[src/rtl/core/pidr_pkg.sv]
// Shared types and constants of the distance PI regulator core.
// No dependencies; imported by every module of the core.
`timescale 1ns / 1ps

package pidr_pkg;

	// fixed-point formats
	localparam int GAIN_FRAC = 8;
	localparam int DIST_FRAC = 4;
	localparam int STEP_FRAC = 16;

	// shared bit-serial multiplier
	localparam int MUL_OP_W = 16;
	localparam int MUL_W = 49;
	localparam int CAP_W = 48;
	localparam logic [MUL_W-1:0] MUL_SAT = MUL_W'(1) << (MUL_W - 1);
	localparam logic [CAP_W-1:0] MAG_CAP = CAP_W'(1) << (CAP_W - 1);

	localparam int FILTER_ONE = 256;
	localparam int SETPOINT_STEP = 16;
	localparam int SETPOINT_MAX = 1600;
	localparam int SETPOINT_RESET = 2880;
	localparam int CTRL_LIMIT = 100;
	localparam logic signed [7:0] SPEED_RESET = 8'sd35;
	localparam logic signed [7:0] SPEED_MAX = 8'sh7F;
	localparam logic signed [7:0] SPEED_MIN = 8'sh80;

	localparam logic [15:0] PROP_GAIN_RESET = 16'd128;
	localparam logic [15:0] INTEGRAL_STEP_RESET = 16'd1311;
	localparam logic [8:0] FILTER_WEIGHT_RESET = 9'd64;
	localparam logic [15:0] DEAD_ZONE_RESET = 16'd8;

	localparam int CFG_IDX_W = 3;

	typedef enum logic [CFG_IDX_W-1:0] {
		CFG_PROP_GAIN     = 3'd0,
		CFG_INTEGRAL_STEP = 3'd1,
		CFG_FILTER_WEIGHT = 3'd2,
		CFG_DEAD_ZONE     = 3'd3
	} cfg_idx_t;

	typedef enum logic [2:0] {
		KIND_TICK      = 3'd0,
		KIND_TOGGLE    = 3'd1,
		KIND_SP_UP     = 3'd2,
		KIND_SP_DOWN   = 3'd3,
		KIND_SPEED_UP  = 3'd4,
		KIND_SPEED_DN  = 3'd5
	} kind_t;

	typedef enum logic [3:0] {
		ST_IDLE,
		ST_FLT_LO,
		ST_FLT_LO_W,
		ST_FLT_HI,
		ST_FLT_HI_W,
		ST_FILT_END,
		ST_ERR,
		ST_P_MUL,
		ST_P_MUL_W,
		ST_T_MUL,
		ST_T_MUL_W,
		ST_I_MUL,
		ST_I_MUL_W,
		ST_SUM,
		ST_MANUAL,
		ST_DONE
	} state_t;

	typedef struct packed {
		logic [15:0] prop_gain;
		logic [15:0] integral_step;
		logic [8:0]  filter_weight;
		logic [15:0] dead_zone;
	} cfg_t;

	typedef struct packed {
		logic                start;
		logic                accumulate;
		logic [MUL_OP_W-1:0] multiplier;
		logic [MUL_W-1:0]    multiplicand;
	} mul_req_t;

	typedef struct packed {
		logic             busy;
		logic [CAP_W-1:0] product;
	} mul_rsp_t;

endpackage

[src/rtl/core/pidr_serial_mult.sv]
// Bit-serial saturating shift-add multiplier, one multiplier bit per cycle.
// Depends on pidr_pkg.
`timescale 1ns / 1ps

module pidr_serial_mult
	import pidr_pkg::*;
(
	input  logic     clk,
	input  logic     arst_n,
	input  mul_req_t req,
	output mul_rsp_t rsp
);

	logic [MUL_OP_W-1:0] mult_q;
	logic [MUL_W-1:0]    mcand_q;
	logic [MUL_W-1:0]    acc_q;
	logic                busy_q;

	logic [MUL_W:0]   sum;
	logic [MUL_W:0]   dbl;
	logic [MUL_W-1:0] acc_nx;
	logic [MUL_W-1:0] mcand_nx;

	// all terms are non-negative, so saturating each step equals capping the total
	always_comb begin
		sum = {1'b0, acc_q} + {1'b0, mcand_q};
		dbl = {mcand_q, 1'b0};
		if (!mult_q[0]) begin
			acc_nx = acc_q;
		end else if (sum > {1'b0, MUL_SAT}) begin
			acc_nx = MUL_SAT;
		end else begin
			acc_nx = sum[MUL_W-1:0];
		end
		mcand_nx = (dbl > {1'b0, MUL_SAT}) ? MUL_SAT : dbl[MUL_W-1:0];
	end

	always_ff @(posedge clk or negedge arst_n) begin
		if (!arst_n) begin
			mult_q  <= '0;
			mcand_q <= '0;
			acc_q   <= '0;
			busy_q  <= 1'b0;
		end else if (req.start) begin
			mult_q  <= req.multiplier;
			mcand_q <= req.multiplicand;
			acc_q   <= req.accumulate ? acc_q : '0;
			busy_q  <= |req.multiplier;
		end else if (busy_q) begin
			acc_q   <= acc_nx;
			mcand_q <= mcand_nx;
			mult_q  <= mult_q >> 1;
			busy_q  <= |mult_q[MUL_OP_W-1:1];
		end
	end

	assign rsp.busy    = busy_q;
	assign rsp.product = (acc_q > MUL_W'(MAG_CAP)) ? MAG_CAP : acc_q[CAP_W-1:0];

	a_idle_empty: assert property (@(posedge clk) disable iff (!arst_n)
		!busy_q |-> mult_q == '0)
		else $error("multiplier idle with bits left");

	a_acc_sat: assert property (@(posedge clk) disable iff (!arst_n)
		acc_q <= MUL_SAT && mcand_q <= MUL_SAT)
		else $error("accumulator beyond saturation level");

	a_start_busy: assert property (@(posedge clk) disable iff (!arst_n)
		req.start |=> busy_q == $past(|req.multiplier))
		else $error("busy flag wrong after start");

endmodule

[src/rtl/core/pidr_regulator.sv]
// Sequencer and datapath: filter, dead band, PI law, clamps and wheel mixing.
// Depends on pidr_pkg; drives one pidr_serial_mult through mul_req/mul_rsp.
`timescale 1ns / 1ps

module pidr_regulator
	import pidr_pkg::*;
#(
	parameter int DIST_WIDTH = 16,
	parameter int OUT_FRAC_BITS = 8
) (
	input  logic                        clk,
	input  logic                        arst_n,
	input  cfg_t                        cfg,
	input  logic                        in_valid,
	output logic                        in_ready,
	input  logic [2:0]                  in_kind,
	input  logic [DIST_WIDTH-1:0]       in_sample,
	output mul_req_t                    mul_req,
	input  mul_rsp_t                    mul_rsp,
	input  logic                        out_free,
	output logic                        push,
	output logic [8:0]                  wheel_left,
	output logic [8:0]                  wheel_right,
	output logic [DIST_WIDTH-1:0]       filtered_distance,
	output logic [DIST_WIDTH:0]         control_error,
	output logic [OUT_FRAC_BITS+7:0]    control_output,
	output logic                        auto_active
);

	localparam int DW = DIST_WIDTH;
	localparam int F = OUT_FRAC_BITS;
	localparam int OW = F + 8;
	localparam int SPW = (DW > 12) ? DW : 12;
	localparam int EW = ((DW > 16) ? DW : 16) + 2;
	localparam int RW = 52;
	localparam int SW = RW + 4;
	localparam int WW = F + 10;
	localparam int SP = GAIN_FRAC + DIST_FRAC - F;
	localparam int SPR = (SP > 0) ? SP : 0;
	localparam int SPL = (SP < 0) ? -SP : 0;
	localparam int SPR1 = (SP > 1) ? SP - 1 : 0;
	localparam int SI = GAIN_FRAC + DIST_FRAC + STEP_FRAC - F;
	localparam logic [RW-1:0] RND_P = (SP > 0) ? (RW'(1) << SPR1) : '0;
	localparam logic [RW-1:0] RND_I = RW'(1) << (SI - 1);
	localparam logic signed [SW-1:0] LIM = SW'(CTRL_LIMIT * (2 ** F));

	state_t state_q, state_d;

	// regulator state
	logic [DW-1:0]         filt_q;
	logic                  first_q;
	logic signed [EW-1:0]  prev_e_q;
	logic signed [OW-1:0]  integ_q;
	logic signed [OW-1:0]  held_q;
	logic [SPW-1:0]        sp_q;
	logic                  auto_q;
	logic signed [7:0]     speed_q;

	// per-tick work registers
	logic [DW-1:0]         ym_q;
	logic [DW-1:0]         yp_q;
	logic [8:0]            a_q;
	logic [DW-1:0]         y_q;
	logic signed [EW-1:0]  e_q;
	logic signed [SW-1:0]  p_q;
	logic [CAP_W-1:0]      t_q;
	logic signed [SW-1:0]  ui_q;
	logic signed [OW-1:0]  u_q;

	logic                  accept;
	logic [SPW:0]          sp_sum;
	logic [SPW-1:0]        sp_up;
	logic [SPW-1:0]        sp_down;
	logic [8:0]            a_inv;
	logic [CAP_W-1:0]      y_sum;
	logic [DW-1:0]         y_c;
	logic signed [EW-1:0]  ew, dzs, e_c;
	logic [EW-1:0]         emag, pmag;
	logic [RW-1:0]         p_ext, p_r, i_r;
	logic signed [SW-1:0]  p_c, inc_c, u_c, i_clamp;
	logic signed [7:0]     spd;
	logic signed [WW-1:0]  base, vl, vr;

	function automatic logic signed [SW-1:0] clamp_ctrl(input logic signed [SW-1:0] v);
		if (v > LIM) begin
			return LIM;
		end else if (v < -LIM) begin
			return -LIM;
		end
		return v;
	endfunction

	// truncate toward zero to whole units
	function automatic logic [8:0] trunc_wheel(input logic signed [WW-1:0] v);
		logic [WW-1:0] m;
		logic [WW-1:0] q;
		m = (v < 0) ? WW'(-v) : WW'(v);
		q = m >> F;
		return (v < 0) ? 9'(-q) : 9'(q);
	endfunction

	assign in_ready = (state_q == ST_IDLE);
	assign accept = in_valid && in_ready;

	always_comb begin
		sp_sum  = (SPW+1)'(sp_q) + (SPW+1)'(SETPOINT_STEP);
		sp_up   = (sp_sum > (SPW+1)'(SETPOINT_MAX)) ? SPW'(SETPOINT_MAX) : sp_sum[SPW-1:0];
		sp_down = (sp_q < SPW'(SETPOINT_STEP)) ? '0 : sp_q - SPW'(SETPOINT_STEP);

		a_inv = 9'(FILTER_ONE) - a_q;
		y_sum = mul_rsp.product + CAP_W'(FILTER_ONE / 2);
		y_c   = y_sum[DW+7:8];

		ew  = signed'(EW'(sp_q)) - signed'(EW'(y_q));
		dzs = signed'(EW'(cfg.dead_zone));
		if (ew > dzs) begin
			e_c = ew - dzs;
		end else if (ew < -dzs) begin
			e_c = ew + dzs;
		end else begin
			e_c = '0;
		end
		emag = e_q[EW-1] ? EW'(-e_q) : EW'(e_q);
		pmag = prev_e_q[EW-1] ? EW'(-prev_e_q) : EW'(prev_e_q);

		// rescale to the output format, magnitude rounded half away from zero
		p_ext = RW'(mul_rsp.product);
		p_r   = (SP > 0) ? ((p_ext + RND_P) >> SPR) : (p_ext << SPL);
		p_c   = e_q[EW-1] ? -signed'(SW'(p_r)) : signed'(SW'(p_r));
		i_r   = (p_ext + RND_I) >> SI;
		inc_c = prev_e_q[EW-1] ? -signed'(SW'(i_r)) : signed'(SW'(i_r));

		u_c     = clamp_ctrl(p_q + ui_q);
		i_clamp = clamp_ctrl(ui_q);

		spd  = auto_q ? speed_q : 8'sd0;
		base = signed'(WW'(spd)) <<< F;
		vl   = base - signed'(WW'(u_q));
		vr   = base + signed'(WW'(u_q));
	end

	always_comb begin
		state_d = state_q;
		mul_req = '0;
		push    = 1'b0;
		case (state_q)
			ST_IDLE: begin
				if (accept && in_kind == KIND_TICK) begin
					state_d = ST_FLT_LO;
				end
			end
			ST_FLT_LO: begin
				mul_req.start        = 1'b1;
				mul_req.multiplier   = MUL_OP_W'(a_q);
				mul_req.multiplicand = MUL_W'(ym_q);
				state_d = ST_FLT_LO_W;
			end
			ST_FLT_LO_W: begin
				if (!mul_rsp.busy) state_d = ST_FLT_HI;
			end
			ST_FLT_HI: begin
				mul_req.start        = 1'b1;
				mul_req.accumulate   = 1'b1;
				mul_req.multiplier   = MUL_OP_W'(a_inv);
				mul_req.multiplicand = MUL_W'(yp_q);
				state_d = ST_FLT_HI_W;
			end
			ST_FLT_HI_W: begin
				if (!mul_rsp.busy) state_d = ST_FILT_END;
			end
			ST_FILT_END: begin
				state_d = auto_q ? ST_ERR : ST_MANUAL;
			end
			ST_ERR: begin
				state_d = ST_P_MUL;
			end
			ST_P_MUL: begin
				mul_req.start        = 1'b1;
				mul_req.multiplier   = cfg.prop_gain;
				mul_req.multiplicand = MUL_W'(emag);
				state_d = ST_P_MUL_W;
			end
			ST_P_MUL_W: begin
				if (!mul_rsp.busy) state_d = ST_T_MUL;
			end
			ST_T_MUL: begin
				mul_req.start        = 1'b1;
				mul_req.multiplier   = cfg.prop_gain;
				mul_req.multiplicand = MUL_W'(pmag);
				state_d = ST_T_MUL_W;
			end
			ST_T_MUL_W: begin
				if (!mul_rsp.busy) state_d = ST_I_MUL;
			end
			ST_I_MUL: begin
				mul_req.start        = 1'b1;
				mul_req.multiplier   = cfg.integral_step;
				mul_req.multiplicand = MUL_W'(t_q);
				state_d = ST_I_MUL_W;
			end
			ST_I_MUL_W: begin
				if (!mul_rsp.busy) state_d = ST_SUM;
			end
			ST_SUM: begin
				state_d = ST_DONE;
			end
			ST_MANUAL: begin
				state_d = ST_DONE;
			end
			ST_DONE: begin
				if (out_free) begin
					push    = 1'b1;
					state_d = ST_IDLE;
				end
			end
			default: state_d = ST_IDLE;
		endcase
	end

	always_ff @(posedge clk or negedge arst_n) begin
		if (!arst_n) begin
			state_q  <= ST_IDLE;
			filt_q   <= '0;
			first_q  <= 1'b0;
			prev_e_q <= '0;
			integ_q  <= '0;
			held_q   <= '0;
			sp_q     <= SPW'(SETPOINT_RESET);
			auto_q   <= 1'b0;
			speed_q  <= SPEED_RESET;
		end else begin
			state_q <= state_d;
			if (accept) begin
				case (in_kind)
					KIND_TOGGLE:   auto_q <= ~auto_q;
					KIND_SP_UP:    sp_q <= sp_up;
					KIND_SP_DOWN:  sp_q <= sp_down;
					KIND_SPEED_UP: begin
						if (speed_q != SPEED_MAX) speed_q <= speed_q + 8'sd1;
					end
					KIND_SPEED_DN: begin
						if (speed_q != SPEED_MIN) speed_q <= speed_q - 8'sd1;
					end
					default: ;
				endcase
			end
			if (state_q == ST_SUM) begin
				integ_q  <= i_clamp[OW-1:0];
				held_q   <= u_c[OW-1:0];
				prev_e_q <= e_q;
				filt_q   <= y_q;
				first_q  <= 1'b1;
			end
			if (state_q == ST_MANUAL) begin
				// setpoint tracks, integrator preloaded for bumpless return
				integ_q  <= held_q;
				prev_e_q <= '0;
				sp_q     <= SPW'(y_q);
				filt_q   <= y_q;
				first_q  <= 1'b1;
			end
		end
	end

	always_ff @(posedge clk) begin
		if (accept && in_kind == KIND_TICK) begin
			ym_q <= in_sample;
			yp_q <= first_q ? filt_q : in_sample;
			a_q  <= (cfg.filter_weight > 9'(FILTER_ONE)) ? 9'(FILTER_ONE) : cfg.filter_weight;
		end
		case (state_q)
			ST_FILT_END: y_q <= y_c;
			ST_ERR:      e_q <= e_c;
			ST_P_MUL_W:  if (!mul_rsp.busy) p_q <= p_c;
			ST_T_MUL_W:  if (!mul_rsp.busy) t_q <= mul_rsp.product;
			ST_I_MUL_W:  if (!mul_rsp.busy) ui_q <= SW'(integ_q) + inc_c;
			ST_SUM:      u_q <= u_c[OW-1:0];
			ST_MANUAL: begin
				u_q <= held_q;
				e_q <= '0;
			end
			default: ;
		endcase
	end

	assign wheel_left        = trunc_wheel(vl);
	assign wheel_right       = trunc_wheel(vr);
	assign filtered_distance = y_q;
	assign control_error     = e_q[DW:0];
	assign control_output    = u_q;
	assign auto_active       = auto_q;

	a_mul_free: assert property (@(posedge clk) disable iff (!arst_n)
		mul_req.start |-> !mul_rsp.busy)
		else $error("multiplier started while busy");

	a_integ_limit: assert property (@(posedge clk) disable iff (!arst_n)
		SW'(integ_q) <= LIM && SW'(integ_q) >= -LIM && SW'(held_q) <= LIM
		&& SW'(held_q) >= -LIM)
		else $error("integrator or held output beyond limit");

	a_push_seeded: assert property (@(posedge clk) disable iff (!arst_n)
		push |-> first_q && out_free)
		else $error("result pushed before filter was seeded");

endmodule

[src/rtl/core/pi_distance_regulator_deadzone_core.sv]
// Top level of the wall-distance PI regulator: stream ports, config registers,
// output register. Depends on pidr_pkg, pidr_serial_mult, pidr_regulator.
// Events are applied on accept and leave the sequencer idle. A tick runs the two filter products,
// then either the manual update or, in auto mode, the error, the P product, the product of prop_gain
// and the previous error, the integral step product and the sum, before it reaches the output register.
// One item at a time; arst_n resets the regulator state: manual, setpoint 180.0, speed 35, defaults.
`timescale 1ns / 1ps

module pi_distance_regulator_deadzone_core
	import pidr_pkg::*;
#(
	parameter int DIST_WIDTH = 16,
	parameter int OUT_FRAC_BITS = 8,
	localparam int IN_TDW = ((DIST_WIDTH + 7) / 8) * 8,
	localparam int OUT_BITS = 9 + 9 + DIST_WIDTH + (DIST_WIDTH + 1) + (OUT_FRAC_BITS + 8) + 1,
	localparam int OUT_TDW = ((OUT_BITS + 7) / 8) * 8
) (
	input  logic                 clk,
	input  logic                 arst_n,

	input  logic                 s_axis_tvalid,
	output logic                 s_axis_tready,
	input  logic [IN_TDW-1:0]    s_axis_tdata,   // distance_sample
	input  logic [2:0]           s_axis_tuser,   // kind

	output logic                 m_axis_tvalid,
	input  logic                 m_axis_tready,
	// wheel_left, wheel_right, filtered_distance, control_error, control_output,
	// auto_active
	output logic [OUT_TDW-1:0]   m_axis_tdata,

	input  logic                 cfg_valid,
	output logic                 cfg_ready,
	input  logic [CFG_IDX_W-1:0] cfg_index,
	input  logic [15:0]          cfg_data
);

	cfg_t     cfg_q;
	mul_req_t mul_req;
	mul_rsp_t mul_rsp;

	logic                        out_valid_q;
	logic [OUT_TDW-1:0]          out_data_q;
	logic                        out_free;
	logic                        push;
	logic [8:0]                  wheel_left, wheel_right;
	logic [DIST_WIDTH-1:0]       filtered_distance;
	logic [DIST_WIDTH:0]         control_error;
	logic [OUT_FRAC_BITS+7:0]    control_output;
	logic                        auto_active;

	assign cfg_ready = 1'b1;

	always_ff @(posedge clk or negedge arst_n) begin
		if (!arst_n) begin
			cfg_q.prop_gain     <= PROP_GAIN_RESET;
			cfg_q.integral_step <= INTEGRAL_STEP_RESET;
			cfg_q.filter_weight <= FILTER_WEIGHT_RESET;
			cfg_q.dead_zone     <= DEAD_ZONE_RESET;
		end else if (cfg_valid && cfg_ready) begin
			case (cfg_index)
				CFG_PROP_GAIN:     cfg_q.prop_gain     <= cfg_data;
				CFG_INTEGRAL_STEP: cfg_q.integral_step <= cfg_data;
				CFG_FILTER_WEIGHT: cfg_q.filter_weight <= cfg_data[8:0];
				CFG_DEAD_ZONE:     cfg_q.dead_zone     <= cfg_data;
				default: ;
			endcase
		end
	end

	pidr_serial_mult u_mult (
		.clk    (clk),
		.arst_n (arst_n),
		.req    (mul_req),
		.rsp    (mul_rsp)
	);

	pidr_regulator #(
		.DIST_WIDTH    (DIST_WIDTH),
		.OUT_FRAC_BITS (OUT_FRAC_BITS)
	) u_reg (
		.clk               (clk),
		.arst_n            (arst_n),
		.cfg               (cfg_q),
		.in_valid          (s_axis_tvalid),
		.in_ready          (s_axis_tready),
		.in_kind           (s_axis_tuser),
		.in_sample         (s_axis_tdata[DIST_WIDTH-1:0]),
		.mul_req           (mul_req),
		.mul_rsp           (mul_rsp),
		.out_free          (out_free),
		.push              (push),
		.wheel_left        (wheel_left),
		.wheel_right       (wheel_right),
		.filtered_distance (filtered_distance),
		.control_error     (control_error),
		.control_output    (control_output),
		.auto_active       (auto_active)
	);

	// output register frees the sequencer while a result waits downstream
	assign out_free = !out_valid_q || m_axis_tready;

	always_ff @(posedge clk or negedge arst_n) begin
		if (!arst_n) begin
			out_valid_q <= 1'b0;
		end else if (push) begin
			out_valid_q <= 1'b1;
		end else if (m_axis_tready) begin
			out_valid_q <= 1'b0;
		end
	end

	always_ff @(posedge clk) begin
		if (push) begin
			out_data_q <= OUT_TDW'({auto_active, control_output, control_error,
				filtered_distance, wheel_right, wheel_left});
		end
	end

	assign m_axis_tvalid = out_valid_q;
	assign m_axis_tdata  = out_data_q;

endmodule

[config.mk]
export PLATFORM = sky130hd
export DESIGN_NAME = pi_distance_regulator_deadzone_core
export DESIGN_NICKNAME = d
export VERILOG_FILES = /design/src/rtl/core/pidr_pkg.sv /design/src/rtl/core/pidr_serial_mult.sv /design/src/rtl/core/pidr_regulator.sv /design/src/rtl/core/pi_distance_regulator_deadzone_core.sv
export SDC_FILE = /design/constraint.sdc
export NUM_CORES = 2
export LEC_CHECK = 0
export ABC_AREA = 1
export BUFFER_PORTS_ARGS = -buffer_cell sky130_fd_sc_hd__buf_4
export CORE_ASPECT_RATIO = 1.1
export CORE_UTILIZATION = 40
export CTS_CLUSTER_DIAMETER = 80
export DETAILED_ROUTE_END_ITERATION = 12
export PLACE_DENSITY = 0.53
export SLEW_MARGIN = 20
export SYNTH_ARGS = -nofsm -noshare
export SYNTH_HDL_FRONTEND = slang
export SYNTH_SLANG_ARGS = --single-unit
[constraint.sdc]
create_clock -name clk -period 6 [get_ports clk]
set_input_delay 1.2 -clock clk [delete_from_list [all_inputs] [get_ports clk]]
set_output_delay 1.2 -clock clk [all_outputs]
set_load 0.02 [all_outputs]
# == Word level (Yosys, flattened, before mapping) ==
# Cells that the tools add are included.
# classes
magnitude_cmp,14
bitwise_logic,2
addsub,25
n_reduce_logical,31
muxes,69
n_eq_ne,35
# ops
operator,count
49-bit two-way mux,8
65-bit one-hot mux with 5 select lines,1
16-bit two-way mux,17
"56-bit by 16-bit greater-than comparator with 1-bit output, second input constant",2
"56-bit by 16-bit less-than comparator with 1-bit output, second input constant",2
18-bit two-way mux,6
"50-bit by 49-bit greater-than comparator with 1-bit output, second input constant",2
48-bit two-way mux,2
16-bit one-hot mux with 2 select lines,2
4-bit one-hot mux with 15 select lines,1
16-bit by 56-bit adder with 56-bit output,1
56-bit adder,1
56-bit two-way mux,1
32-bit negator with 56-bit output,1
45-bit negator with 56-bit output,1
49-bit by 49-bit adder with 50-bit output,1
"48-bit by 20-bit adder with 49-bit output, second input constant",1
"48-bit by 4-bit adder with 49-bit output, second input constant",1
"49-bit by 48-bit greater-than comparator with 1-bit output, second input constant",1
18-bit negator,2
18-bit one-hot mux with 2 select lines,1
"17-bit by 1-bit less-than comparator with 1-bit output, second input constant",2
17-bit two-way mux,2
17-bit negator,2
48 further kinds,115
# word_totals
output_inout_bits,75
reg_bits,588
in_bits,43
word_cells,205

# == Longest topological paths before layout ==
# logic_depth
ltp_word,6
mapped_depth,39
mapped_depth_nobuf,38

# == Modules after synthesis ==
# Synthesis repeated with hierarchy kept, for this count alone.
# hier_totals
cells_unflattened,6775
hier_area_um2,47082.7
# by_module_without_submodules
module,cells_per_inst,n_inst,seq_area_each_um2,area_per_inst_um2
pidr_regulator,4770,1,9948.3,32587.5
pidr_serial_mult,1671,1,2877.8,10054.6
pi_distance_regulator_deadzone_core,334,1,3505.9,4440.5

# == Worst setup path before layout ==
# No wires, ideal clock.
# synth_path
path_type,input to register
from,input port s_axis_tuser[0]
to,register u_reg.state_q[2]
cell_stages,5
setup_time_ns,0.129
arrival_time_ns,5.986
t_required_ns,5.871
path_slack_ns,-0.116
path_cell_list,nor4_1 nand3b_1 nand3_1 o21ai_0 nand3_1
# synth_via
elab_chain_len,4
# synth_lines
element,line,rtl
"start, declared",pi_distance_regulator_deadzone_core.sv:24,"input logic [2:0] s_axis_tuser,"
3-bit logical NOT,pidr_regulator.sv:148,if (accept && in_kind == KIND_TICK) begin
1-bit logical AND,pidr_regulator.sv:148,
2-bit != test (no line),-,
7-bit AND reduction (no line),-,
"end signal, assigned",pidr_regulator.sv:232,state_q <= state_d;
"end, declared",pidr_regulator.sv:47,"state_t state_q, state_d;"
# No other way between the ends.
# A chain may end at the register's enable or synchronous reset.

==> reports/results.ini <==
[drt]
post_drt_via_cell_ratio=5.277
drc=0
wl_mm=156.5
detail_route.wl_per_cell_um=19.40
antenna_left=0
drt_pre_antenna_iters=9
vias=42571
drt-initial-drc-count=3619

[synth]
yosys-top-cells-area=edfxtp_1 21%, dfrtp_1 14%, nand2_1 13%, ha_1 7.3%, inv_1 7.0%
yosys.area.top_type=edfxtp_1
ys_seq_area_share_pct=36.02
synth_edf_count=319
synth_common_cells=1573 x nand2_1, 843 x inv_1, 747 x nor2_1, 410 x a21oi_1, 369 x nand3_1
synth_cell_types=66
post_synth.cell_area_avg_um2=7.233
syn_inst=6269
async_reset_ff_share_pct=45.75
synth_most_common_cell=nand2_1
synth_top_area_share_pct=21.12
yosysWarningCount=0
ys.flop_type=edfxtp_1
ys_seq_elements=588
syn_area_mm2=0.04535

[cells_and_area]
fin_area_mm2=0.05142
nets=6812
drive_gt1_share_pct=8.725
nFillCells=11716
syn_to_final_growth_pct=13.39

[min_path]
hp-class=reg2reg
hold_path_startpoint=u_reg.filtered_distance[1]

[setup_path]
cp_max_fo=14
worstPathRequired_ns=6.36
path_delay_family=simple AND/OR/NAND/NOR gates
critPathLaunch=u_mult.acc_q[9]
arrival_ns=5.98
critPathSlowestCell=dfrtp_1
startpoint_type=flip-flop
max_stage_delay_ns=0.37
end_kind=flip-flop
path_class=reg2reg
crit_top_cell=nand2_1
path_buf_inv=5
r2r-start=u_mult.acc_q[9]

[place]
dp_hpwl_mm=127.4
dpl-instance-area_mm2=0.04892
io_buffers=112
place.gp.congestion=0.9567

[timing]
slew_viol_final=0
hold_viol=0
worst_slew_pin_slew_ns=1.072
finalCritPeriodShare_pct=93.72
period_minus_slack_ns=5.623
setup_viol=0
whs_ns=0.4550
skew_ns=0.04387
slew_headroom_pct=28.10
tns_ns=0
fmax_ghz=0.1778

[global_routing]
track_usage_pct=26.88
antenna_found_initial=5
overflow=0
grt_max_degree=96
grt_pass1_vias=40964
grt_pass1_wl_mm=238.0

[pwr]
total_power_w=0.02775
peakVddDrop_mv=0.2751
p_leak_nw=24.40
swShare_pct=49.63
power.switching_w=0.01377
combPwrFrac_pct=60.4
powerDensity_mw_per_mm2=539.6
intPower_w=0.01398
pwr-share-seq_pct=23.7
p_clk_share_pct=15.9

[floorplan]
chipHeight_um=355.1
die_w_um=323.0
dieArea_mm2=0.1147
initial_core_util_pct=40.31
fp-row-count=129
core_mm2=0.1125
io_pins=118

[run_status]
status=finished, final reports clean

[clocking]
clkSlewWorstSetupHoldPaths_ns=0.06
tritoncts=yes
clk_latency_ns=0.66
htree_levels=3
cts_root_buffer=clkbuf_16
postCtsHoldBufs=0
clk_path_buf_depth=3
numCtsBuffers=71
clock-sinks=588

[job]
drv_cap=0

## registers in the layout, indices dropped and copies added, names as in the netlist, 18 cells and up
name	flops
u_reg.prev_e_q	18
u_mult.mcand_q	49
u_reg.p_q	56
u_mult.acc_q	49
cfg_q	57
u_reg.ui_q	56
m_axis_tdata	68
u_reg.e_q	18
u_reg.t_q	48
## through the flow
stage | cells | setup slack (ns) | util [%]
after floorplan | 6272 | 0.5789 | -
after global placement | 7931 | 0.06768 | 43.48
after detailed placement | 7931 | 0.1518 | 43.49
after CTS | 8062 | 0.1299 | 45.62
after global routing | 8066 | -0.008914 | 45.70
final | 8068 | 0.3766 | 45.71
## routing by layer
| metal | share of wire, % | routed length, um | vias to the layer above | global-route usage [%] |
|---|---|---|---|---|
| met5 | 0 | 0 | - | 0 |
| met4 | 2.8 | 4316 | 0 | 8.493 |
| met3 | 4.2 | 6650 | 197 | 2.117 |
| met2 | 46 | 72550 | 1064 | 44.30 |
| li1 | - | - | 21218 | - |
| met1 | 47 | 72990 | 20092 | 37.29 |
## final timing paths
path,end,slack [ns],cells past startpoint
setup / recovery,u_reg.ui_q[54],0.38,33
hold / removal,m_axis_tdata[19],0.46,0
setup reg to reg,u_reg.ui_q[54],0.38,33
hold reg to reg,m_axis_tdata[19],0.46,0
max in group asynchronous,u_reg.integ_q[10],4.37,2
min in group asynchronous,u_mult.acc_q[45],0.53,1
## cell type report
cell class                      count  area, um^2  area share, %
Inverter                          855        3209          6.242
Clock inverter                     37       447.9         0.8712
Antenna cell                        6       15.01        0.02920
Timing Repair Buffer              293        2236          4.348
Sequential cell                   588       16330          31.76
Clock buffer                       94        1944          3.781
Tap cell                         1506        1884          3.665
Multi-Input combinational cell   4689       25350          49.30
## layout by cell type (no fill, tap or decap), types with 20 or more instances in the layout
master and instances:
dfrtp_1 252, xnor2_1 82, clkbuf_16 72, nor3_1 77
ha_1 259, nor2_1 736, o21ai_0 320, nor4_1 46
inv_1 841, nor2_2 45, o221ai_1 27, xor2_1 218
nand3_2 20, edfxtp_1 319, nand4_1 131, buf_4 289
nor2_4 22, o21bai_1 24, a31oi_1 57, nand3_1 366
nand2_1 1573, nand3b_1 30, a21oi_1 409
## what timing repair did
item | CTS | global route
resized for setup | 0 | 32
endpoints found under the setup margin | 0 | 38
buffers inserted | 0 | 0
## cells by family (layout without fill, tap and decap cells)
logic type,count (synthesis),after routing,synth area share [%]
AND/OR/NAND/NOR,3103,3103,29.40
other,2,11,0.01656
XOR/XNOR,307,307,5.996
buffers and inverters,995,1279,8.465
flip-flops,588,588,36.02
adder cells (fa/ha/maj),271,271,7.610
AO/OA/AOI/OAI,1003,1003,12.50
## worst register-to-register path: cells and delay by family (launching register included)
family                     cells  cell delay, ns
and+or+nand+nor               17            2.24
xor gates and xnor gates       2            0.35
DFF                            1            0.37
AOI/OAI and AO/OA              7            1.23
buffers and inverters          5            0.57
adders and majority gates      2            0.57
## power by group through the flow
stage	registers, W	logic, W	clock network, W
2_1_floorplan	0.00636	0.0113	0
3_3_place_gp	0.00662	0.0164	0
3_5_place_dp	0.00663	0.0165	0
5_1_grt	0.00666	0.0187	0.00466
6_report	0.00657	0.0168	0.00443
4_1_cts	0.00656	0.0166	0.00452
Power figures use the tool's default switching activity.
